<file path="src/rtl/bpfa_pkg.sv">
package bpfa_pkg;

    localparam int MAX_FRAME_COUNT_DEF = 32768;
    localparam int PAGE_SHIFT_DEF = 12;
    localparam logic [15:0] FM_RESET = 16'd4096;
    localparam logic [7:0] FULL_BYTE = 8'hFF;

    typedef enum logic [3:0] {
        OP_ALLOC_ONE   = 4'd0,
        OP_ALLOC_RUN   = 4'd1,
        OP_FREE_ONE    = 4'd2,
        OP_FREE_RUN    = 4'd3,
        OP_QUERY       = 4'd4,
        OP_MARK_ONE    = 4'd5,
        OP_REGION_USED = 4'd6,
        OP_REGION_FREE = 4'd7,
        OP_STATS       = 4'd8,
        OP_INIT        = 4'd9
    } op_t;

    typedef enum logic [3:0] {
        ST_CLEAR,
        ST_IDLE,
        ST_SETUP,
        ST_LOAD,
        ST_FETCH,
        ST_BIT,
        ST_WRITE,
        ST_FILL,
        ST_DONE
    } state_t;

    typedef enum logic [2:0] {
        WM_QUERY,
        WM_SCAN_ONE,
        WM_SCAN_RUN,
        WM_TAKE,
        WM_GIVE
    } walk_mode_t;

    typedef enum logic [1:0] {
        SN_DONE,
        SN_WALK,
        SN_FILL
    } setup_next_t;

    typedef enum logic [1:0] {
        BN_BIT,
        BN_LOAD,
        BN_WRITE,
        BN_DONE
    } bit_next_t;

    typedef struct packed {
        logic capture;
        logic setup;
        logic load;
        logic fetch;
        logic bit_step;
        logic write;
        logic fill;
        logic out_load;
    } cmd_t;

    typedef struct packed {
        setup_next_t setup_next;
        logic        skip;
        logic        skip_end;
        bit_next_t   bit_next;
        logic        more;
        logic        fill_last;
    } status_t;

endpackage

</file>
<file path="src/rtl/bpfa_ctrl.sv">
module bpfa_ctrl import bpfa_pkg::*; (
    input  logic    clk,
    input  logic    rst_n,
    input  logic    s_tvalid,
    output logic    s_tready,
    output logic    m_tvalid,
    input  logic    m_tready,
    input  status_t status,
    output cmd_t    cmd
);

    state_t state_reg;
    state_t state_next;
    logic   out_valid_reg;
    logic   out_valid_next;
    logic   out_free;

    assign out_free = !out_valid_reg || m_tready;

    always_comb
    begin
        state_next = state_reg;
        case (state_reg)
            ST_CLEAR:
            begin
                if (status.fill_last)
                begin
                    state_next = ST_IDLE;
                end
            end
            ST_IDLE:
            begin
                if (s_tvalid)
                begin
                    state_next = ST_SETUP;
                end
            end
            ST_SETUP:
            begin
                case (status.setup_next)
                    SN_WALK: state_next = ST_LOAD;
                    SN_FILL: state_next = ST_FILL;
                    default: state_next = ST_DONE;
                endcase
            end
            ST_LOAD:
            begin
                state_next = ST_FETCH;
            end
            ST_FETCH:
            begin
                if (status.skip)
                begin
                    state_next = status.skip_end ? ST_DONE : ST_LOAD;
                end
                else
                begin
                    state_next = ST_BIT;
                end
            end
            ST_BIT:
            begin
                case (status.bit_next)
                    BN_LOAD:  state_next = ST_LOAD;
                    BN_WRITE: state_next = ST_WRITE;
                    BN_DONE:  state_next = ST_DONE;
                    default:  state_next = ST_BIT;
                endcase
            end
            ST_WRITE:
            begin
                state_next = status.more ? ST_LOAD : ST_DONE;
            end
            ST_FILL:
            begin
                if (status.fill_last)
                begin
                    state_next = ST_DONE;
                end
            end
            ST_DONE:
            begin
                if (out_free)
                begin
                    state_next = ST_IDLE;
                end
            end
            default:
            begin
                state_next = ST_IDLE;
            end
        endcase
    end

    always_comb
    begin
        cmd          = '0;
        cmd.capture  = (state_reg == ST_IDLE) && s_tvalid;
        cmd.setup    = (state_reg == ST_SETUP);
        cmd.load     = (state_reg == ST_LOAD);
        cmd.fetch    = (state_reg == ST_FETCH);
        cmd.bit_step = (state_reg == ST_BIT);
        cmd.write    = (state_reg == ST_WRITE);
        cmd.fill     = (state_reg == ST_CLEAR) || (state_reg == ST_FILL);
        cmd.out_load = (state_reg == ST_DONE) && out_free;
        s_tready     = (state_reg == ST_IDLE);
    end

    always_comb
    begin
        out_valid_next = out_valid_reg;
        if (cmd.out_load)
        begin
            out_valid_next = 1'b1;
        end
        else if (m_tready)
        begin
            out_valid_next = 1'b0;
        end
    end

    always_ff @(posedge clk or negedge rst_n)
    begin
        if (!rst_n)
        begin
            state_reg     <= ST_CLEAR;
            out_valid_reg <= 1'b0;
        end
        else
        begin
            state_reg     <= state_next;
            out_valid_reg <= out_valid_next;
        end
    end

    assign m_tvalid = out_valid_reg;

endmodule

</file>
<file path="config.mk">
export PLATFORM = sky130hd
export DESIGN_NAME = bpfa_ctrl
export DESIGN_NICKNAME = d
export VERILOG_FILES = /design/src/rtl/bpfa_pkg.sv /design/src/rtl/bpfa_ctrl.sv
export SDC_FILE = /design/constraint.sdc
export NUM_CORES = 1
export LEC_CHECK = 0
export ABC_AREA = 1
export BUFFER_PORTS_ARGS = -buffer_cell sky130_fd_sc_hd__clkbuf_2
export CAP_MARGIN = 0
export CORE_AREA = 2 2 39 41
export DETAILED_ROUTE_END_ITERATION = 10
export DIE_AREA = 0 0 41 43
export HOLD_SLACK_MARGIN = 0.05
export PLACE_DENSITY = 0.71
export SLEW_MARGIN = 20
export SYNTH_ARGS = -nofsm -noshare
export SYNTH_HDL_FRONTEND = slang
export SYNTH_SLANG_ARGS = --single-unit
</file>
<file path="constraint.sdc">
create_clock -name clk -period 1.4 [get_ports clk]
set_clock_uncertainty 0.1 [all_clocks]
set_input_delay 0.21 -clock clk [delete_from_list [all_inputs] [get_ports clk]]
set_output_delay 0.21 -clock clk [all_outputs]
set_load 0.01 [all_outputs]
</file>
Yosys cells after proc, flatten, opt, wreduce, memory -nomap -nowiden
Cells that the tools add are included.

Bits in registers: 5. Bits in latches: 0. Bits in writable memories: 0. Bits in read-only memories: 0. Input bits: 12. Output and inout port bits: 10. Logic and storage cells: 39. Memories: 0.

Add/subtract/negate cells: 0. $mul: 0. Divide/modulo/power cells: 0. Order comparisons: 0. Eq/ne operators: 17. Shifts and indexed selects: 0. Muxes and demuxes: 12. Bitwise gates (word level): 0. Reduce and logical (&&, ||, !) cells: 8.

Operator list (number): 4-bit one-hot mux with 9 select lines (1); 4-bit two-way mux (7); 4-bit by 3-bit equality test with 1-bit output (second input constant) (4); 4-bit one-hot mux with 3 select lines (1); 4-bit by 2-bit equality test with 1-bit output (second input constant) (2); 2-bit != test (second input constant) (4); 4-bit one-hot mux with 2 select lines (1); 2-bit equality test (second input constant) (3); 2-bit by 1-bit equality test with 1-bit output (second input constant) (2); 4-bit by 1-bit equality test with 1-bit output (second input constant) (1); 4-bit equality test (second input constant) (1); 4-bit logical NOT (1); 4-bit AND reduction (1); 1-bit logical AND (2); 1-bit logical OR (2); 1-bit two-way mux (2); 2-bit nonzero test (1); 1-bit logical NOT (1).

Depth between registers and ports, before layout
Gate-level depths: netlist of the first run.

Word-level depth: 4. Gate-level depth with buffers: 10. Depth with buffers taken out: 10.

Worst setup path before layout of the first run
No wires, ideal clock.

Path type: register -> register. Start point: register state_reg[3]. End point: register state_reg[2]. Setup time: 0.071 ns. Arrival: 1.106 ns. Data required time: 1.229 ns. Path slack: 0.122 ns. Cell stages (with the launch flop): 6. Path buffers: 0. Clock period less this slack: 1.278 ns. Cells stage by stage: dfrtp_1 -> inv_1 -> nand2_1 -> nor3_1 -> o21ai_0 -> nand4_1.

RTL lines: from (decl) (RTL line bpfa_ctrl.sv:12) `state_t state_reg;`; from (signal assigned) (RTL line bpfa_ctrl.sv:131) `state_reg <= state_next;`.

==> results_dict.tcl, run 1 <==
set metrics [dict create \
    grt_overflow 0 \
    cts_buffer_depth 2 \
    start_kind "flop" \
    period_minus_slack_ns 1.572 \
    dp_cells 129 \
    path_max_fanout 6 \
    cts.htree.levels 1 \
    violations "setup timing" \
    syn_inst 92 \
    whs_ns 0.07028 \
    fin_setup_tns_ns -1.420 \
    rsz0062_at_grt "true" \
    relSlewSlack_pct 86.51 \
    layout-drive-gt1-share_pct 50.37 \
    switchingPower_mw 0.8434 \
    grt_pass1_vias 703 \
    drc 0 \
    gp_congestion 0.8223 \
    regToRegEndpoint "state_reg[2]" \
    crit_start "state_reg[1]" \
    max_cap_violations 0 \
    r2r-start "state_reg[0]" \
    cp-end-kind "output pin" \
    hpwl_mm 1.136 \
    synth.largest_area_cell "dfrtp_1" \
    grt_max_degree 8 \
    syn_to_final_growth_pct 67.40 \
    ys_types 20 \
    wl_mm 1.905 \
    grtUsageMet3_pct 4.188 \
    synth_compound_gate_area_share_pct 8.590 \
    combPwrFrac_pct 71.5 \
    chipHeight_um 43 \
    crit_type "reg2out" \
    crit_arrival_ns 1.26 \
    cts_tree "yes" \
    io_pins 22 \
    clk_latency_ns 0.24 \
    yosys_register_bits 5 \
    clkPwrFrac_pct 9.8 \
    drtIter0Drc 27 \
    critPathMaxStageDelay_ns 0.48 \
    layout_common_cells "19 x nand2_1, 16 x buf_4, 15 x inv_1, 15 x clkbuf_2, 8 x nand3_1" \
    synth_fp_nets 109 \
    synth.top_cell.area_share_pct 22.03 \
    grtUsageMet2_pct 38.44 \
    synth-adder-area-share_pct 11.01 \
    drv_slew 0 \
    place.port_buffers 21 \
    reg2regPathDepth 5 \
    switching_share_pct 48.45 \
    ys_seq_area_share_pct 22.03 \
    worst_pin_slew_ns 0.2012 \
    vias_per_cell 5.086 \
    die_x_um 41 \
    p_int_mw 0.8975 \
    vdd_drop_max_v 0.0007418 \
    final_common_cell "nand2_1" \
    vias 768 \
    endpoint "cmd[1]" \
    critical_path.cell_chain "nor2_4 > nand2_2 > o31ai_2 > buf_2" \
    synth_xor_area_share_pct 0 \
    grt_use_met1_pct 26.06 \
    start_util_pct 41.05 \
    final_antenna_net_count 0 \
    synth_area_um2 568.0 \
    p_leak_nw 0.5624 \
    fill_cells 117 \
    setup_violations 13 \
    regToRegSetupSlack_ns -0.08 \
    synth.area.top_cells "dfrtp_1 22%, nand2_1 15%, inv_1 13%, ha_1 11%, nand3_1 7.9%" \
    outcome "finished with violations" \
    cts_sinks 5 \
    largest_reg_flops 4 \
    design.die.area_mm2 0.001763 \
    avgSynthCellArea_um2 6.174 \
    required_ns 1.09 \
    core_area_mm2 0.001384 \
    pre_cts_ws_ns -0.02289 \
    final_hold_viol_count 0 \
    busiest_layer "met2" \
    cts_buffers 3 \
    nets 153 \
    grt_pass1_wl_mm 2.822 \
    finalCritPeriodShare_pct 112.3 \
    clk_pin_slew_ns 0.04 \
    fmax_ghz 0.6360 \
    fin_ws_ns -0.1724 \
    antenna_found_initial 0 \
    track_usage_pct 23.08 \
    synth_top_family_by_area "simple AND/OR/NAND/NOR gates" \
    power.density_mw_per_mm2 1831 \
    drt_pass1_iterations 4 \
    antenna_cells 0 \
    final_cells 151 \
    yosysWarningCount 0 \
    synthMuxAreaShare_pct 0 \
    ctsRootBufferMaster "clkbuf_4" \
    synth-simple-area-share_pct 43.17 \
    num_rows 14 \
    drt-wirelength-per-cell_um 12.62 \
    post-route-util_pct 68.72 \
    hp-class "in2reg" \
    slowest_stage "dfrtp_2" \
    sequentialPowerShare_pct 18.7 \
]
## worst min path at each step
| stage | slack [ns] | endpoint | from | cells past startpoint |
|---|---|---|---|---|
| 2_1_floorplan | -0.19 | m_tvalid | rst_n | 0 |
| 3_3_place_gp | -0.07 | state_reg[3] | rst_n | 1 |
| 3_5_place_dp | -0.06 | state_reg[3] | rst_n | 1 |
| 4_1_cts | 0.1 | m_tvalid | m_tready | 2 |
| 5_1_grt | 0.08 | m_tvalid | m_tready | 2 |
| 6_report | 0.07 | m_tvalid | m_tready | 2 |
## Yosys cell counts
master and instances:
a21oi_1 2, and3_2 1, buf_4 1, dfrtp_1 5
ha_1 5, inv_1 20, inv_2 1, nand2_1 23
nand3_1 9, nand3b_1 1, nand4_1 4, nor2_1 7
nor2_2 4, nor2_4 1, nor3_1 1, o211ai_1 1
o21ai_0 3, o21ai_2 1, o31ai_1 1, or2_0 1
## metrics by stage
stage	power, mW	area, µm²
6_report	1.741	950.9
4_1_cts	1.486	873.3
2_1_floorplan	0.7863	568.0
3_3_place_gp	0.9924	693.2
3_5_place_dp	1.003	693.2
5_1_grt	1.848	950.9
## cell families (layout without fill, tap and decap cells)
| logic type | Yosys count | in the layout |
|---|---|---|
| AO/OA/AOI/OAI | 8 | 8 |
| adder cells (fa/ha/maj) | 5 | 5 |
| buffers and inverters | 22 | 65 |
| flip-flops | 5 | 5 |
| AND/OR/NAND/NOR | 52 | 52 |
## timing repair
item,4_1_cts,5_1_grt
endpoints found under the setup margin,12,14
endpoints found under the hold margin,5,0
setup buffers,13,4
gates resized for setup,18,18
hold buffers,1,0
pin swaps,7,7
## power groups by stage
stage	clock [mW]	sequential [mW]	combinational, mW
2_1_floorplan	0	0.275	0.512
3_3_place_gp	0	0.280	0.713
3_5_place_dp	0	0.287	0.716
4_1_cts	0.170	0.310	1.01
5_1_grt	0.178	0.329	1.34
6_report	0.171	0.325	1.24
## final cells by class
type	instances	area [µm²]	share of cell area [%]
sequential	5	130.1	13.68
timing repair buffer	40	276.5	29.08
inverter	21	78.83	8.289
tap	16	20.02	2.105
multi-input combinational	65	419.2	44.08
clock buffer	4	26.28	2.763
## layer usage
layer  share of wire [%]  up-vias
li1                    -      376
met1                  37      348
met2                  54       36
met3                 7.0        8
met4                 1.9        0
met5                   0        -
## critical path: cells and delay by family, from the launching register on
kind | cells | cell delay (ns)
buffers and inverters | 1 | 0.17
AOI/OAI and AO/OA | 1 | 0.07
DFF | 1 | 0.48
and+or+nand+nor | 2 | 0.30
Note: power is estimated with default switching activity, not from simulation.
==> run 2, diff against run 1 <==
--- a/config.mk
+++ b/config.mk
@@ -13,6 +13,7 @@
 export DIE_AREA = 0 0 41 43
 export HOLD_SLACK_MARGIN = 0.05
 export PLACE_DENSITY = 0.71
+export SKIP_CTS_REPAIR_TIMING = 1
 export SLEW_MARGIN = 20
 export SYNTH_ARGS = -nofsm -noshare
 export SYNTH_HDL_FRONTEND = slang
==> constraint.sdc (replaced) <==
create_clock -name clk -period 1.6 [get_ports clk]
set_clock_uncertainty 0.1 [all_clocks]
set_input_delay 0.32 -clock clk [delete_from_list [all_inputs] [get_ports clk]]
set_output_delay 0.32 -clock clk [all_outputs]
set_load 0.01 [all_outputs]
==> run 2 against run 1 <==
The flow still finishes with violations (setup timing). Hold slack gained 0.11 ns. Total power decreased by 21%. Flip-flop and latch count unchanged. Routed wire length shrank 17%. Combinational power down 25%. Design area is 8.9% lower. Clock power fell by 9%. Critical path depth unchanged. Core utilization shrank 6.1 points.
==> results_dict.tcl, run 2 (synthesized netlist as in run 1, its figures left out) <==
set metrics [dict create \
    outcome "finished with violations" \
    violations "setup timing" \
    final_antenna_net_count 0 \
    grt_use_met1_pct 23.84 \
    chipHeight_um 43 \
    clkPwrFrac_pct 11.2 \
    hold_depth 2 \
    path_max_fanout 7 \
    place.port_buffers 21 \
    grtUsageMet2_pct 30.00 \
    vias 723 \
    largest_reg_flops 4 \
    switchingPower_mw 0.6836 \
    p_leak_nw 0.5304 \
    fin_ws_ns -0.1041 \
    hpwl_mm 1.097 \
    required_ns 1.18 \
    final_cells 145 \
    finalCritPeriodShare_pct 106.5 \
    design_area_um2 865.8 \
    setup_violations 8 \
    power.density_mw_per_mm2 1594 \
    die_x_um 41 \
    grt_overflow 0 \
    antenna_cells 0 \
    busiest_layer "met2" \
    cts_buffer_depth 2 \
    antenna_found_initial 0 \
    drt_pass1_iterations 4 \
    slowest_stage "dfrtp_2" \
    gp_congestion 0.8293 \
    design.die.area_mm2 0.001763 \
    final_common_cell "nand2_1" \
    drv_slew 0 \
    ctsRootBufferMaster "clkbuf_4" \
    sequentialPowerShare_pct 21.0 \
    start_util_pct 41.05 \
    regToRegEndpoint "state_reg[1]" \
    clk_latency_ns 0.25 \
    switching_share_pct 49.52 \
    critPathMaxStageDelay_ns 0.48 \
    cts_sinks 5 \
    vdd_drop_max_v 0.0007155 \
    regToRegSetupSlack_ns 0.10 \
    worst_pin_slew_ns 0.2057 \
    rsz0062_at_grt "true" \
    post-route-util_pct 62.57 \
    hp-start "m_tready" \
    grt_pass1_vias 565 \
    reg2regPathDepth 7 \
    fill_cells 118 \
    relSlewSlack_pct 86.28 \
    final_hold_viol_count 0 \
    syn_to_final_growth_pct 52.42 \
    nets 147 \
    grt_pass1_wl_mm 2.235 \
    p_int_mw 0.6969 \
    dp_cells 130 \
    clk_pin_slew_ns 0.05 \
    drt-wirelength-per-cell_um 10.87 \
    num_rows 14 \
    vias_per_cell 4.986 \
    drc 0 \
    r2r-start "state_reg[0]" \
    crit_arrival_ns 1.28 \
    layout-drive-gt1-share_pct 45.74 \
    critical_path.cell_chain "nor2_4 > nand3_2 > nor2_1 > buf_2" \
    max_cap_violations 0 \
    placed_area_um2 700.7 \
    period_minus_slack_ns 1.704 \
    whs_endpoint "m_tvalid" \
    cts_tree "yes" \
    start_kind "flop" \
    wl_mm 1.576 \
    io_pins 22 \
    fmax_ghz 0.5868 \
    whs_ns 0.1812 \
    drtIter0Drc 40 \
    cts.htree.levels 1 \
    hp-class "in2reg" \
    crit_type "reg2out" \
    grt_max_degree 11 \
    layout_common_cells "19 x nand2_1, 16 x inv_1, 16 x clkbuf_2" \
    core_area_mm2 0.001384 \
    cts_buffers 3 \
    combPwrFrac_pct 67.7 \
    track_usage_pct 18.24 \
    grtUsageMet3_pct 1.571 \
    cp-end-kind "output pin" \
]
-- run 2: power groups by stage --
| stage | registers [mW] | logic (mW) | clock network [mW] |
|---|---|---|---|
| after floorplan | 0.240 | 0.448 | 0 |
| after detailed placement | 0.252 | 0.675 | 0 |
| after global placement | 0.245 | 0.668 | 0 |
| after global routing | 0.301 | 1.01 | 0.161 |
| final | 0.290 | 0.935 | 0.155 |
| after CTS | 0.249 | 0.679 | 0.150 |
-- run 2: stage by stage --
step / power [mW] / setup TNS, ns / setup slack [ns]
2_1_floorplan: 0.6880 / 0 / 0.2228
3_3_place_gp: 0.9129 / 0 / 0.1326
3_5_place_dp: 0.9275 / 0 / 0.09470
4_1_cts: 1.078 / -0.8527 / -0.1606
5_1_grt: 1.473 / -0.8261 / -0.1426
6_report: 1.381 / -0.3840 / -0.1041
-- run 2: per-layer routing --
metal	up-vias	wire [µm]
li1	360	-
met1	316	613
met2	43	805
met3	4	140
met4	0	17
met5	-	0
-- run 2: cell type report --
class,instances,area (µm²),share of cell area (%)
inverter,21,81.33,9.393
sequential,5,130.1,15.03
clock buffer,4,26.28,3.035
multi-input combinational,65,396.6,45.81
timing repair buffer,34,211.5,24.42
tap,16,20.02,2.312
-- run 2: critical path: cells and delay by family, from the launching register on --
family / cells / cell delay (ns)
buffers and inverters: 1 / 0.13
flip-flops: 1 / 0.48
AND/OR/NAND/NOR: 3 / 0.42
-- run 2: worst max-delay path by stage --
stage                  from  endpoint  slack (ns)  depth (start not counted)
5_1_grt        state_reg[0]    cmd[1]       -0.14                          4
3_5_place_dp   state_reg[1]    cmd[1]        0.09                          4
2_1_floorplan  state_reg[1]    cmd[0]        0.22                          4
4_1_cts        state_reg[1]    cmd[1]       -0.16                          4
3_3_place_gp   state_reg[1]    cmd[1]        0.13                          4
6_report       state_reg[0]    cmd[0]       -0.10                          4
==> run 3, diff against run 2 <==
--- a/config.mk
+++ b/config.mk
@@ -5,14 +5,13 @@
 export SDC_FILE = /design/constraint.sdc
 export NUM_CORES = 1
 export LEC_CHECK = 0
-export ABC_AREA = 1
 export BUFFER_PORTS_ARGS = -buffer_cell sky130_fd_sc_hd__clkbuf_2
 export CAP_MARGIN = 0
 export CORE_AREA = 2 2 39 41
 export DETAILED_ROUTE_END_ITERATION = 10
 export DIE_AREA = 0 0 41 43
 export HOLD_SLACK_MARGIN = 0.05
-export PLACE_DENSITY = 0.71
+export PLACE_DENSITY = 0.72
 export SKIP_CTS_REPAIR_TIMING = 1
 export SLEW_MARGIN = 20
 export SYNTH_ARGS = -nofsm -noshare
==> run 3 against run 2 <==
Critical path depth unchanged. The flow still finishes with violations (setup timing). Setup slack improved by 0.028 ns. Global-route usage increased by 1.6 points. First-iteration DRC count decreased by 68%. Sequential share of layout area decreased by 0.78 points. Register-to-register slack got worse by 0.04 ns. Count of clock-buffer cells in the layout unchanged. Critical endpoint is now cmd[7].
==> results_dict.tcl, run 3 <==
set metrics [dict create \
    r2r-start "state_reg[2]" \
    crit_arrival_ns 1.26 \
    relSlewSlack_pct 80.00 \
    final_hold_viol_count 0 \
    start_util_pct 42.13 \
    path_buf_inv 1 \
    design.die.area_mm2 0.001763 \
    switching_share_pct 44.79 \
    antenna_found_initial 0 \
    rsz0062_at_grt "true" \
    hp-start "m_tready" \
    grt_pass1_wl_mm 2.408 \
    syn_to_final_growth_pct 53.65 \
    ctsRootBufferMaster "clkbuf_4" \
    track_usage_pct 19.82 \
    synth_xor_area_share_pct 0 \
    dp_cells 110 \
    crit_type "reg2out" \
    hp-class "in2reg" \
    synth_compound_gate_area_share_pct 25.54 \
    ys_top_cells_by_count "8 x nor2_1, 5 x dfrtp_1, 5 x ha_1, 5 x inv_1, 5 x nand2_1" \
    clk_pin_slew_ns 0.04 \
    worst_pin_slew_ns 0.2983 \
    slowest_stage "dfrtp_2" \
    critical_path.cell_chain "nand2b_4 > nor3_4 > and2_1 > buf_2" \
    start_kind "flop" \
    synth.area.top_cells "dfrtp_1 21%, ha_1 11%, buf_6 5.8%, nor2_1 5.2%, a211oi_1 3.9%" \
    pre_cts_ws_ns 0.04736 \
    layout-drive-gt1-share_pct 56.19 \
    place.port_buffers 21 \
    drt_pass1_iterations 4 \
    reg2regPathDepth 5 \
    max_cap_violations 0 \
    layout_common_cells "13 x clkbuf_2, 8 x buf_2, 8 x buf_4" \
    cts.htree.levels 1 \
    yosysWarningCount 0 \
    core_area_mm2 0.001384 \
    cp-end-kind "output pin" \
    io_pins 22 \
    finalCritPeriodShare_pct 104.7 \
    synth_fp_nets 87 \
    synth_top_family_by_area "simple AND/OR/NAND/NOR gates" \
    drc 0 \
    combPwrFrac_pct 72.8 \
    clkPwrFrac_pct 9.0 \
    ys_seq_area_share_pct 21.46 \
    vias 655 \
    largest_reg_flops 4 \
    hpwl_mm 1.076 \
    cts_buffer_depth 2 \
    hold_depth 3 \
    power.density_mw_per_mm2 1737 \
    post-route-util_pct 64.74 \
    cts_sinks 5 \
    whs_ns 0.2562 \
    outcome "finished with violations" \
    p_leak_nw 0.4510 \
    fin_ws_ns -0.07574 \
    synth_ff_type "dfrtp_1" \
    vias_per_cell 5.413 \
    avgSynthCellArea_um2 8.329 \
    grt_pass1_vias 565 \
    sequentialPowerShare_pct 18.2 \
    cts_tree "yes" \
    synth-adder-area-share_pct 10.73 \
    synth.largest_area_cell "dfrtp_1" \
    synth_area_um2 583.1 \
    grt_max_degree 16 \
    nets 123 \
    fmax_ghz 0.5968 \
    vdd_drop_max_v 0.0008035 \
    wl_mm 1.730 \
    power_mw 1.556 \
    synth_most_common_cell "nor2_1" \
    crit_start "state_reg[1]" \
    critPathMaxStageDelay_ns 0.47 \
    die_x_um 41 \
    switchingPower_mw 0.6969 \
    synth_edf_count 0 \
    drv_slew 0 \
    synth-simple-area-share_pct 30.69 \
    p_int_mw 0.8590 \
    clk_latency_ns 0.24 \
    final_antenna_net_count 0 \
    whs_endpoint "m_tvalid" \
    chipHeight_um 43 \
    synthMuxAreaShare_pct 0 \
    final_cells 121 \
    drt-wirelength-per-cell_um 14.30 \
    grt_overflow 0 \
    fill_cells 131 \
    regToRegSetupSlack_ns 0.06 \
    drtIter0Drc 13 \
    regToRegEndpoint "state_reg[1]" \
    cts_buffers 3 \
    final_common_cell "clkbuf_2" \
    setup_violations 6 \
    path_max_fanout 6 \
    syn_inst 70 \
    num_rows 14 \
    period_minus_slack_ns 1.676 \
    synth.top_cell.area_share_pct 21.46 \
    required_ns 1.18 \
    critPathTopFamily "flip-flops" \
    antenna_cells 0 \
    ys_types 31 \
    violations "setup timing" \
    gp_congestion 0.8183 \
    async_flop_share_pct 100.0 \
    yosys_register_bits 5 \
]
-- run 3: kinds of logic after synthesis --
kind of cell | Yosys count
adders and majority gates | 5
buffers and inverters | 10
DFF | 5
and+or+nand+nor | 31
AOI/OAI and AO/OA | 19
-- run 3: tightest hold or removal path: stages --
cell,delay (ns)
clkbuf_2,0.09
or2b_2,0.11
nand2_1,0.04
-- run 3: layout make-up --
| cell class | instances | area, µm² | share of cell area [%] |
|---|---|---|---|
| Timing Repair Buffer | 36 | 251.5 | 28.07 |
| Tap cell | 16 | 20.02 | 2.235 |
| Clock buffer | 4 | 26.28 | 2.933 |
| Sequential cell | 5 | 127.6 | 14.25 |
| Inverter | 5 | 18.77 | 2.095 |
| Multi-Input combinational cell | 55 | 451.7 | 50.42 |
-- run 3: power groups by stage --
stage          logic (mW)  registers (mW)  clock network [mW]
2_1_floorplan       0.602           0.236                   0
3_3_place_gp        0.837           0.265                   0
3_5_place_dp        0.842           0.268                   0
4_1_cts             0.851           0.268               0.147
5_1_grt              1.22           0.291               0.159
6_report             1.13           0.283               0.141
-- run 3: how the worst max path moves through the flow --
stage / slack [ns] / to / depth (start not counted)
after floorplan: 0.04 / cmd[7] / 4
after global placement: 0.06 / state_reg[0] / 5
after detailed placement: 0.05 / state_reg[1] / 6
after CTS: -0.21 / cmd[4] / 3
after global routing: -0.14 / cmd[7] / 4
final: -0.08 / cmd[7] / 4
-- run 3: stage by stage --
stage / TNS [ns] / instance area (µm²)
finish: -0.2913 / 895.9
global route: -0.8358 / 895.9
CTS: -1.291 / 763.2
detailed placement: 0 / 737.0
global placement: 0 / 737.0
floorplan: 0 / 588.1
-- run 3: routing by layer --
layer	GRT usage [%]	part of all wire [%]
met1	26.64	39
met2	30.00	53
met3	3.665	6.6
met4	8.000	1.9
met5	0	0
